[src/tesq_pkg.sv]
// Shared types, codes and constants for the trial epoch motor sequencer.
`timescale 1ns / 1ps
`default_nettype none

package tesq_pkg;

   // Width of the trial clock in milliseconds (24 to 32).
   localparam int TimeBits       = 32;
   localparam int ReportInterval = 30;
   localparam int TotalBits      = 25;   // pre + epoch * count + post
   localparam int CmpBits        = 33;   // wide enough for trial time and total
   localparam int FifoDepth      = 4;
   localparam int PtrBits        = $clog2(FifoDepth);
   localparam int CountBits      = $clog2(FifoDepth + 1);
   localparam int CsrDataBits    = 16;
   localparam int CsrIndexBits   = 3;

   // Input actions
   localparam logic [2:0] ACT_TICK    = 3'd0;
   localparam logic [2:0] ACT_START   = 3'd1;
   localparam logic [2:0] ACT_STOP    = 3'd2;
   localparam logic [2:0] ACT_FRAME   = 3'd3;
   localparam logic [2:0] ACT_ENCODER = 3'd4;

   // Event kinds
   localparam logic [2:0] EV_TRIAL_START = 3'd1;
   localparam logic [2:0] EV_EPOCH_START = 3'd2;
   localparam logic [2:0] EV_MOTOR_ON    = 3'd3;
   localparam logic [2:0] EV_MOTOR_OFF   = 3'd4;
   localparam logic [2:0] EV_FRAME       = 3'd5;
   localparam logic [2:0] EV_TRIAL_STOP  = 3'd6;
   localparam logic [2:0] EV_ENCODER     = 3'd7;

   // Register indexes
   localparam logic [CsrIndexBits-1:0] REG_PRE_DURATION   = 3'd0;
   localparam logic [CsrIndexBits-1:0] REG_POST_DURATION  = 3'd1;
   localparam logic [CsrIndexBits-1:0] REG_EPOCH_DURATION = 3'd2;
   localparam logic [CsrIndexBits-1:0] REG_EPOCH_COUNT    = 3'd3;
   localparam logic [CsrIndexBits-1:0] REG_MOTOR_DELAY    = 3'd4;
   localparam logic [CsrIndexBits-1:0] REG_MOTOR_DURATION = 3'd5;
   localparam logic [CsrIndexBits-1:0] REG_MOTOR_ENABLE   = 3'd6;
   localparam logic [CsrIndexBits-1:0] REG_ARMED          = 3'd7;

   // Register reset values
   localparam logic [15:0] PreReset      = 16'd100;
   localparam logic [15:0] PostReset     = 16'd100;
   localparam logic [15:0] EpochDurReset = 16'd500;
   localparam logic [7:0]  EpochCntReset = 8'd3;
   localparam logic [15:0] DelayReset    = 16'd100;
   localparam logic [15:0] MotorDurReset = 16'd300;
   localparam logic [TotalBits-1:0] TotalReset = TotalBits'(100 + 500 * 3 + 100);

   localparam logic [31:0] WheelReset = 32'hFFFF_FC19;   // minus 999

   typedef struct packed {
      logic [2:0]         action;
      logic               from_host;
      logic signed [31:0] encoder_position;
   } req_type;

   typedef struct packed {
      logic [2:0]         event_kind;
      logic [31:0]        event_time;
      logic signed [31:0] event_value;
      logic               trial_running;
      logic               motor_on;
      logic               last;
   } rsp_type;

   // Settings and derived limits handed to the sequencing core
   typedef struct packed {
      logic [15:0]          pre_duration;
      logic [15:0]          epoch_len;     // zero read as one
      logic [7:0]           epoch_count;
      logic [15:0]          motor_delay;
      logic [16:0]          motor_end;     // delay + duration
      logic                 motor_enable;
      logic                 armed;
      logic [TotalBits-1:0] total;
   } cfg_type;

   // Up to two event words raised by one input word
   typedef struct packed {
      logic [1:0] num;
      rsp_type    word1;
      rsp_type    word0;
   } push_type;

   function automatic rsp_type make_event(logic [2:0] kind, logic [31:0] stamp,
                                          logic [31:0] value);
      rsp_type r;
      r               = '0;
      r.event_kind    = kind;
      r.event_time    = stamp;
      r.event_value   = value;
      return r;
   endfunction

endpackage

`default_nettype wire

[src/tesq_csr.sv]
// Settings registers and the precomputed trial length.
`timescale 1ns / 1ps
`default_nettype none

module tesq_csr (
   input  wire logic                                  clock,
   input  wire logic                                  reset,
   input  wire logic                                  csr_wr_en,
   input  wire logic [tesq_pkg::CsrIndexBits-1:0]     csr_index,
   input  wire logic [tesq_pkg::CsrDataBits-1:0]      csr_wr_data,
   output tesq_pkg::cfg_type                          cfg
);
   import tesq_pkg::*;

   logic [15:0]          pre_ff, post_ff, epoch_ff, delay_ff, motor_dur_ff;
   logic [7:0]           count_ff;
   logic                 enable_ff, armed_ff;
   logic [TotalBits-1:0] total_ff, total_in;
   logic [15:0]          epoch_len;

   always_ff @(posedge clock) begin
      if (reset) begin
         pre_ff       <= PreReset;
         post_ff      <= PostReset;
         epoch_ff     <= EpochDurReset;
         count_ff     <= EpochCntReset;
         delay_ff     <= DelayReset;
         motor_dur_ff <= MotorDurReset;
         enable_ff    <= 1'b0;
         armed_ff     <= 1'b0;
      end else if (csr_wr_en) begin
         unique case (csr_index)
            REG_PRE_DURATION:   pre_ff       <= csr_wr_data;
            REG_POST_DURATION:  post_ff      <= csr_wr_data;
            REG_EPOCH_DURATION: epoch_ff     <= csr_wr_data;
            REG_EPOCH_COUNT:    count_ff     <= csr_wr_data[7:0];
            REG_MOTOR_DELAY:    delay_ff     <= csr_wr_data;
            REG_MOTOR_DURATION: motor_dur_ff <= csr_wr_data;
            REG_MOTOR_ENABLE:   enable_ff    <= csr_wr_data[0];
            REG_ARMED:          armed_ff     <= csr_wr_data[0];
            default: ;
         endcase
      end
   end

   assign epoch_len = (epoch_ff == 16'd0) ? 16'd1 : epoch_ff;

   // Trial length is registered and follows the settings in the next cycle
   assign total_in = TotalBits'(pre_ff) + TotalBits'(post_ff)
                   + TotalBits'(24'(epoch_len) * 24'(count_ff));

   always_ff @(posedge clock) begin
      if (reset) begin
         total_ff <= TotalReset;
      end else begin
         total_ff <= total_in;
      end
   end

   always_comb begin
      cfg.pre_duration = pre_ff;
      cfg.epoch_len    = epoch_len;
      cfg.epoch_count  = count_ff;
      cfg.motor_delay  = delay_ff;
      cfg.motor_end    = 17'(delay_ff) + 17'(motor_dur_ff);
      cfg.motor_enable = enable_ff;
      cfg.armed        = armed_ff;
      cfg.total        = total_ff;
   end

endmodule

`default_nettype wire

[src/tesq_core.sv]
// Input register, trial state and event generation.
`timescale 1ns / 1ps
`default_nettype none

module tesq_core (
   input  wire logic               clock,
   input  wire logic               reset,
   input  wire logic               req_valid,
   output logic                    req_stall,
   input  tesq_pkg::req_type       req_data,
   input  tesq_pkg::cfg_type       cfg,
   input  wire logic               room,
   output tesq_pkg::push_type      push
);
   import tesq_pkg::*;

   req_type               in_ff;
   logic                  in_valid_ff, in_valid_in;
   logic                  go;

   logic                  running_ff, running_in;
   logic                  motor_ff, motor_in;
   logic                  active_ff, active_in;
   logic [15:0]           number_ff, number_in;
   logic [TimeBits-1:0]   time_ff, time_in;
   logic [7:0]            epoch_ff, epoch_in;
   logic [15:0]           phase_ff, phase_in;
   logic [15:0]           frame_ff, frame_in;
   logic [31:0]           wheel_ff, wheel_in;
   logic [31:0]           report_ff, report_in;

   logic [TimeBits-1:0]   time_inc;
   logic [15:0]           phase_inc;
   logic                  window;
   logic [1:0]            num;
   rsp_type               res [2];

   assign go          = in_valid_ff && room;
   assign req_stall   = in_valid_ff && !room;
   assign in_valid_in = req_stall ? in_valid_ff : req_valid;

   always_ff @(posedge clock) begin
      if (reset) begin
         in_valid_ff <= 1'b0;
      end else begin
         in_valid_ff <= in_valid_in;
      end
   end

   always_ff @(posedge clock) begin
      if (req_valid && !req_stall) begin
         in_ff <= req_data;
      end
   end

   always_comb begin
      running_in = running_ff;
      motor_in   = motor_ff;
      active_in  = active_ff;
      number_in  = number_ff;
      time_in    = time_ff;
      epoch_in   = epoch_ff;
      phase_in   = phase_ff;
      frame_in   = frame_ff;
      wheel_in   = wheel_ff;
      report_in  = report_ff;
      time_inc   = time_ff + 1'b1;
      phase_inc  = phase_ff + 1'b1;
      window     = 1'b0;
      num        = 2'd0;
      res[0]     = '0;
      res[1]     = '0;

      if (go) begin
         unique case (in_ff.action)
            ACT_TICK: begin
               if (running_ff) begin
                  time_in = time_inc;
                  if (CmpBits'(time_inc) > CmpBits'(cfg.total)) begin
                     running_in = 1'b0;
                     motor_in   = 1'b0;
                     active_in  = 1'b0;
                     res[0]     = make_event(EV_TRIAL_STOP, 32'(time_inc), 32'(number_ff));
                     num        = 2'd1;
                  end else begin
                     if (!active_ff) begin
                        if (epoch_ff == 8'd0 && time_inc == TimeBits'(cfg.pre_duration)
                            && cfg.epoch_count != 8'd0) begin
                           active_in = 1'b1;
                           epoch_in  = 8'd1;
                           phase_in  = 16'd0;
                           res[0]    = make_event(EV_EPOCH_START, 32'(time_inc), 32'd1);
                           num       = 2'd1;
                        end
                     end else if (phase_inc >= cfg.epoch_len) begin
                        phase_in = 16'd0;
                        if (epoch_ff < cfg.epoch_count) begin
                           epoch_in = epoch_ff + 1'b1;
                           res[0]   = make_event(EV_EPOCH_START, 32'(time_inc),
                                                 32'(epoch_ff + 1'b1));
                           num      = 2'd1;
                        end else begin
                           active_in = 1'b0;
                        end
                     end else begin
                        phase_in = phase_inc;
                     end

                     window = cfg.motor_enable && active_in && phase_in > cfg.motor_delay
                           && 17'(phase_in) <= cfg.motor_end;
                     if (!motor_ff && window) begin
                        motor_in    = 1'b1;
                        res[num[0]] = make_event(EV_MOTOR_ON, 32'(time_inc), 32'(epoch_in));
                        num         = num + 1'b1;
                     end else if (motor_ff && !window) begin
                        motor_in    = 1'b0;
                        res[num[0]] = make_event(EV_MOTOR_OFF, 32'(time_inc), 32'(epoch_in));
                        num         = num + 1'b1;
                     end
                  end
               end
            end
            ACT_START: begin
               if (!running_ff && (in_ff.from_host || cfg.armed)) begin
                  number_in  = number_ff + 1'b1;
                  time_in    = '0;
                  epoch_in   = 8'd0;
                  phase_in   = 16'd0;
                  frame_in   = 16'd0;
                  motor_in   = 1'b0;
                  active_in  = 1'b0;
                  running_in = 1'b1;
                  res[0]     = make_event(EV_TRIAL_START, 32'd0, 32'(number_in));
                  num        = 2'd1;
                  // Zero pre period: epoch one opens with the trial
                  if (cfg.pre_duration == 16'd0 && cfg.epoch_count != 8'd0) begin
                     active_in = 1'b1;
                     epoch_in  = 8'd1;
                     res[1]    = make_event(EV_EPOCH_START, 32'd0, 32'd1);
                     num       = 2'd2;
                  end
               end
            end
            ACT_STOP: begin
               if (running_ff) begin
                  running_in = 1'b0;
                  motor_in   = 1'b0;
                  active_in  = 1'b0;
                  res[0]     = make_event(EV_TRIAL_STOP, 32'(time_ff), 32'(number_ff));
                  num        = 2'd1;
               end
            end
            ACT_FRAME: begin
               if (running_ff) begin
                  frame_in = frame_ff + 1'b1;
                  res[0]   = make_event(EV_FRAME, 32'(time_ff), 32'(frame_in));
                  num      = 2'd1;
               end
            end
            ACT_ENCODER: begin
               if (in_ff.encoder_position != wheel_ff) begin
                  wheel_in = in_ff.encoder_position;
                  if (!cfg.motor_enable
                      && (32'(time_ff) - report_ff) > 32'(ReportInterval)) begin
                     report_in = 32'(time_ff);
                     res[0]    = make_event(EV_ENCODER, 32'(time_ff), in_ff.encoder_position);
                     num       = 2'd1;
                  end
               end
            end
            default: ;
         endcase
      end

      res[0].trial_running = running_in;
      res[0].motor_on      = motor_in;
      res[0].last          = (num == 2'd1);
      res[1].trial_running = running_in;
      res[1].motor_on      = motor_in;
      res[1].last          = 1'b1;
   end

   always_ff @(posedge clock) begin
      if (reset) begin
         running_ff <= 1'b0;
         motor_ff   <= 1'b0;
         active_ff  <= 1'b0;
         number_ff  <= 16'd0;
         time_ff    <= '0;
         epoch_ff   <= 8'd0;
         phase_ff   <= 16'd0;
         frame_ff   <= 16'd0;
         wheel_ff   <= WheelReset;
         report_ff  <= WheelReset;
      end else begin
         running_ff <= running_in;
         motor_ff   <= motor_in;
         active_ff  <= active_in;
         number_ff  <= number_in;
         time_ff    <= time_in;
         epoch_ff   <= epoch_in;
         phase_ff   <= phase_in;
         frame_ff   <= frame_in;
         wheel_ff   <= wheel_in;
         report_ff  <= report_in;
      end
   end

   always_comb begin
      push.num   = num;
      push.word0 = res[0];
      push.word1 = res[1];
   end

endmodule

`default_nettype wire

[src/tesq_rsp_fifo.sv]
// Result queue: takes up to two words a cycle, hands out one unless stalled.
`timescale 1ns / 1ps
`default_nettype none

module tesq_rsp_fifo (
   input  wire logic               clock,
   input  wire logic               reset,
   input  tesq_pkg::push_type      push,
   output logic                    room,
   output logic                    rsp_valid,
   input  wire logic               rsp_stall,
   output tesq_pkg::rsp_type       rsp_data
);
   import tesq_pkg::*;

   rsp_type                mem [FifoDepth];
   logic [PtrBits-1:0]     wr_ptr_ff, wr_ptr_in, rd_ptr_ff, rd_ptr_in;
   logic [CountBits-1:0]   count_ff, count_in;
   logic                   pop;
   logic [PtrBits-1:0]     wr_next;

   assign pop       = (count_ff != '0) && !rsp_stall;
   assign wr_next   = wr_ptr_ff + 1'b1;
   assign room      = count_ff <= CountBits'(FifoDepth - 2);
   assign rsp_valid = (count_ff != '0);
   assign rsp_data  = mem[rd_ptr_ff];

   assign wr_ptr_in = wr_ptr_ff + PtrBits'(push.num);
   assign rd_ptr_in = rd_ptr_ff + PtrBits'(pop);
   assign count_in  = count_ff + CountBits'(push.num) - CountBits'(pop);

   always_ff @(posedge clock) begin
      if (push.num != 2'd0) begin
         mem[wr_ptr_ff] <= push.word0;
      end
      if (push.num == 2'd2) begin
         mem[wr_next] <= push.word1;
      end
   end

   always_ff @(posedge clock) begin
      if (reset) begin
         wr_ptr_ff <= '0;
         rd_ptr_ff <= '0;
         count_ff  <= '0;
      end else begin
         wr_ptr_ff <= wr_ptr_in;
         rd_ptr_ff <= rd_ptr_in;
         count_ff  <= count_in;
      end
   end

endmodule

`default_nettype wire

[src/trial_epoch_motor_sequencer_unit.sv]
// Top level of the trial epoch motor sequencer.
//
//   channel   ports          direction   word
//   -------   ------------   ---------   -----------------------------------------
//   request   req_*          in          action, from_host, encoder_position
//   response  rsp_*          out         event_kind/time/value, running, motor, last
//   settings  csr_*          in          write enable, register index, 16-bit data
//
// A request word is taken into an input register and worked through once the
// queue has room, so one word a cycle is accepted while not stalled. A word raises
// zero, one or two events; they go into a four-word result queue, and the request
// side stalls while the queue has fewer than two free places. Words raising two
// events are thus handed out one word at a time. Reset is synchronous and active
// high; it restores the default settings, clears the trial state and empties the
// queue. A written setting is registered, then the trial length register follows.
`timescale 1ns / 1ps
`default_nettype none

module trial_epoch_motor_sequencer_unit (
   input  wire logic                               clock,
   input  wire logic                               reset,
   input  wire logic                               req_valid,
   output logic                                    req_stall,
   input  tesq_pkg::req_type                       req_data,
   output logic                                    rsp_valid,
   input  wire logic                               rsp_stall,
   output tesq_pkg::rsp_type                       rsp_data,
   input  wire logic                               csr_wr_en,
   input  wire logic [tesq_pkg::CsrIndexBits-1:0]  csr_index,
   input  wire logic [tesq_pkg::CsrDataBits-1:0]   csr_wr_data
);
   import tesq_pkg::*;

   cfg_type  cfg;
   push_type push;
   logic     room;

   // Settings and precomputed trial length
   tesq_csr u_csr (
      .clock       (clock),
      .reset       (reset),
      .csr_wr_en   (csr_wr_en),
      .csr_index   (csr_index),
      .csr_wr_data (csr_wr_data),
      .cfg         (cfg)
   );

   // Trial timing: tick, start, stop, frame and encoder handling
   tesq_core u_core (
      .clock     (clock),
      .reset     (reset),
      .req_valid (req_valid),
      .req_stall (req_stall),
      .req_data  (req_data),
      .cfg       (cfg),
      .room      (room),
      .push      (push)
   );

   // Hold events until the consumer takes them
   tesq_rsp_fifo u_fifo (
      .clock     (clock),
      .reset     (reset),
      .push      (push),
      .room      (room),
      .rsp_valid (rsp_valid),
      .rsp_stall (rsp_stall),
      .rsp_data  (rsp_data)
   );

endmodule

`default_nettype wire

[config.mk]
export PLATFORM = sky130hd
export DESIGN_NAME = trial_epoch_motor_sequencer_unit
export DESIGN_NICKNAME = d
export VERILOG_FILES = /design/src/tesq_pkg.sv /design/src/tesq_csr.sv /design/src/tesq_core.sv /design/src/tesq_rsp_fifo.sv /design/src/trial_epoch_motor_sequencer_unit.sv
export SDC_FILE = /design/constraint.sdc
export NUM_CORES = 2
export LEC_CHECK = 0
export ABC_AREA = 1
export BUFFER_PORTS_ARGS = -buffer_cell sky130_fd_sc_hd__buf_2
export CORE_ASPECT_RATIO = 1.25
export CORE_MARGIN = 10
export CORE_UTILIZATION = 39
export DETAILED_ROUTE_END_ITERATION = 8
export GPL_TIMING_DRIVEN = 0
export PLACE_DENSITY = 0.55
export SLEW_MARGIN = 20
export SYNTH_ARGS = -nofsm -noshare
export SYNTH_HDL_FRONTEND = slang
export SYNTH_HIERARCHICAL = 1
export SYNTH_SLANG_ARGS = --single-unit
[constraint.sdc]
create_clock -name clock -period 10.4 [get_ports clock]
set_input_delay 3.12 -clock clock [delete_from_list [all_inputs] [get_ports clock]]
set_output_delay 3.12 -clock clock [all_outputs]
set_load 0.01 [all_outputs]
==> out/qor.yml <==
diodes: 0
min_period_ns: 9.186
slowest_delay_ns: 0.68
cts_setup_buffers: 0
period_share_pct: 88.33
outcome: "finished, final reports clean"
cts_hold_buf: 0
grt_max_degree: 39
die_h_um: 380.5
synth_top_cell_by_area: "edfxtp_1"
post_cts_resized: 0
worstHoldPathType: "reg2reg"
remaining_drc_errors: 0
portBuffers: 130
powerDensity_mw_per_mm2: 147.4
fin_util_pct: 44.13
critPathTopFamily: "simple AND/OR/NAND/NOR gates"
cts_max_level: 3
ant_nets: 0
vias_per_cell: 5.160
cp_num_buf_inv: 6
cts_max_path_buffers: 3
synth_edf_count: 316
path_class: "reg2reg"
final_common_cell: "nand2_1"
detail_route.first_pass.iterations: 6
worstPathMaxFanout: 38
fillCellCount: 10630
finalHoldViolCount: 0
synth.cell_area_mm2: 0.04055
peakVddDrop_mv: 0.1175
cts_root_buf: "clkbuf_16"
die_w_um: 308.4
drt_iter0_markers: 2774
endpoint_kind: "flop"
arrival_ns: 9.57
globalplace.congestion: 0.9450
worstMarginPinSlew_ns: 1.033
overflow: 0
first_global_vias: 36080
drive_above_1_share_pct: 8.974
cts_tree: "done"
max_slew_margin_pct: 31.14
slew_violations: 0
antenna_found_initial: 0
seq_area_frac_synth_pct: 37.13
rsz0062_at_grt: "false"
synth.area.top_cells: "edfxtp_1 23%, dfxtp_1 14%, nand2_1 13%"
yosysUniqueCellTypes: 63
regArea_mm2: 0.01505
layout_common_cells: "1355 x nand2_1, 751 x inv_1, 528 x nor2_1"
final_area_mm2: 0.04562
start_util_pct: 39.22
pin_count: 132
cpMostUsedCell: "nand2_1"
cts_inserted_buffers: 71
grt_pass1_wl_um: 207800
finalWirelength_um: 135700
cp-start-kind: "flop"
path_clk_slew_ns: 0.06
vias: 36700
crit_slowest_cell: "a21oi_1"
nNetsFinal: 6092
synth_ff_type: "edfxtp_1"
worstSkewPairLatency_ns: 0.67
skew_ns: 0.04444
core_mm2: 0.1034
dieArea_mm2: 0.1174
syn_to_final_growth_pct: 12.51
post_drt_wl_per_cell_um: 19.08
syn-instance-count: 5474
rows: 132
place_area_mm2: 0.04321
synth_top_area_share_pct: 23.40
async_reset_ff_share_pct: 0
setup_viol: 0
track_usage_pct: 22.64
multi_input_area_mm2: 0.02120
p_leak_nw: 19.42
synth-seq-cells: 594
syn_avg_cell_area_um2: 7.408
hpwl_um: 106600
total_power_mw: 6.726
worst_ep_required_time_ns: 10.79
max_cap_violations: 0
cts_num_sinks: 594
yosys_warnings: 6
fmax_mhz: 108.9
logic make-up (layout without fill, tap and decap cells):
kind of cell / count (synthesis) / in the layout / share of synthesized area (%)
simple gates: 2289 / 2289 / 23.36
compound gates: 1100 / 1100 / 14.45
buf+inv: 1075 / 1343 / 10.97
flops: 594 / 594 / 37.13
fa+ha+maj: 315 / 315 / 11.89
xor+xnor: 99 / 99 / 2.191
other cells: 2 / 32 / 0.01852
cell usage after synthesis (all sizes together) (2+ instances only):
cell,number
inv,770
a21boi,2
o221ai,6
o21bai,11
o21ai,614
and2,4
a22o,3
nand3,205
a21oi,324
nor4,13
buf,139
nand4,46
o31ai,2
clkbuf,157
a211oi,4
or2,12
nor2,569
nand3b,20
conb,2
a21o,6
nor3,31
fa,117
o211ai,25
dfxtp,278
nand2,1386
a31oi,9
xnor2,40
ha,198
a22oi,7
xor2,58
edfxtp,316
clkinv,9
a2bb2oi,2
o22ai,81
path summary, 6_finish.rpt:
path / start / endpoint / slack [ns] / cells past startpoint
setup / recovery: u_core/phase_ff[0] / u_fifo/mem[0][45] / 1.21 / 40
hold / removal: u_core/frame_ff[9] / u_core/frame_ff[9] / 0.47 / 2
setup reg to reg: u_core/phase_ff[0] / u_fifo/mem[0][45] / 1.21 / 40
hold reg to reg: u_core/frame_ff[9] / u_core/frame_ff[9] / 0.47 / 2
registers in the layout (all words and copies together) (netlist names), 16 cells and up:
register and cells:
u_core/time_ff 32, u_csr/epoch_ff 16, u_core/phase_ff 16, u_core/frame_ff 16
u_core/wheel_ff 32, u_fifo/mem 280, u_core/report_ff 32, u_csr/total_ff 25
u_core/in_ff 36, u_csr/delay_ff 16, u_csr/pre_ff 16, u_csr/post_ff 16
u_core/number_ff 16, u_csr/motor_dur_ff 16
area by class of cell:
cell class,count,share of cell area (%)
Sequential cell,594,33.00
Timing Repair Buffer,140,1.807
Inverter,779,6.415
Buffer,296,3.335
Tap cell,1340,3.675
Clock buffer,93,4.325
Clock inverter,35,0.9654
Multi-Input combinational cell,3835,46.48
worst register-to-register path: cells and delay by family, from the launching register on:
family	cells	cell delay, ns
and+or+nand+nor	20	3.57
DFF	1	0.39
adders and majority gates	3	0.93
AOI/OAI and AO/OA	11	2.28
buffers and inverters	6	1.70
through the flow:
| stage | worst slack (ns) | std cells | hold WS [ns] | setup TNS, ns |
|---|---|---|---|---|
| final | 1.214 | 7112 | 0.4665 | 0 |
| after global routing | 0.4580 | 7112 | 0.4846 | 0 |
| after CTS | 1.251 | 7112 | 0.4691 | 0 |
| after detailed placement | 1.322 | 6984 | 0.4592 | 0 |
| after global placement | -3.055 | 6974 | 0.4528 | -382.44 |
| after floorplan | 1.555 | 5504 | 0.4329 | 0 |
routing by layer:
layer	share of wire [%]	up-vias	track usage, %
met5	0	-	0
met4	3.1	0	8.100
met3	5.1	202	2.732
met2	51	1038	40.63
met1	41	17310	27.39
li1	-	18150	-
power by group:
group / switching [mW] / internal, mW
registers: 0.0486 / 2.54
logic: 1.08 / 0.491
clock network: 1.07 / 1.51
total: 2.19 / 4.54
(Power assumes the default switching activity.)
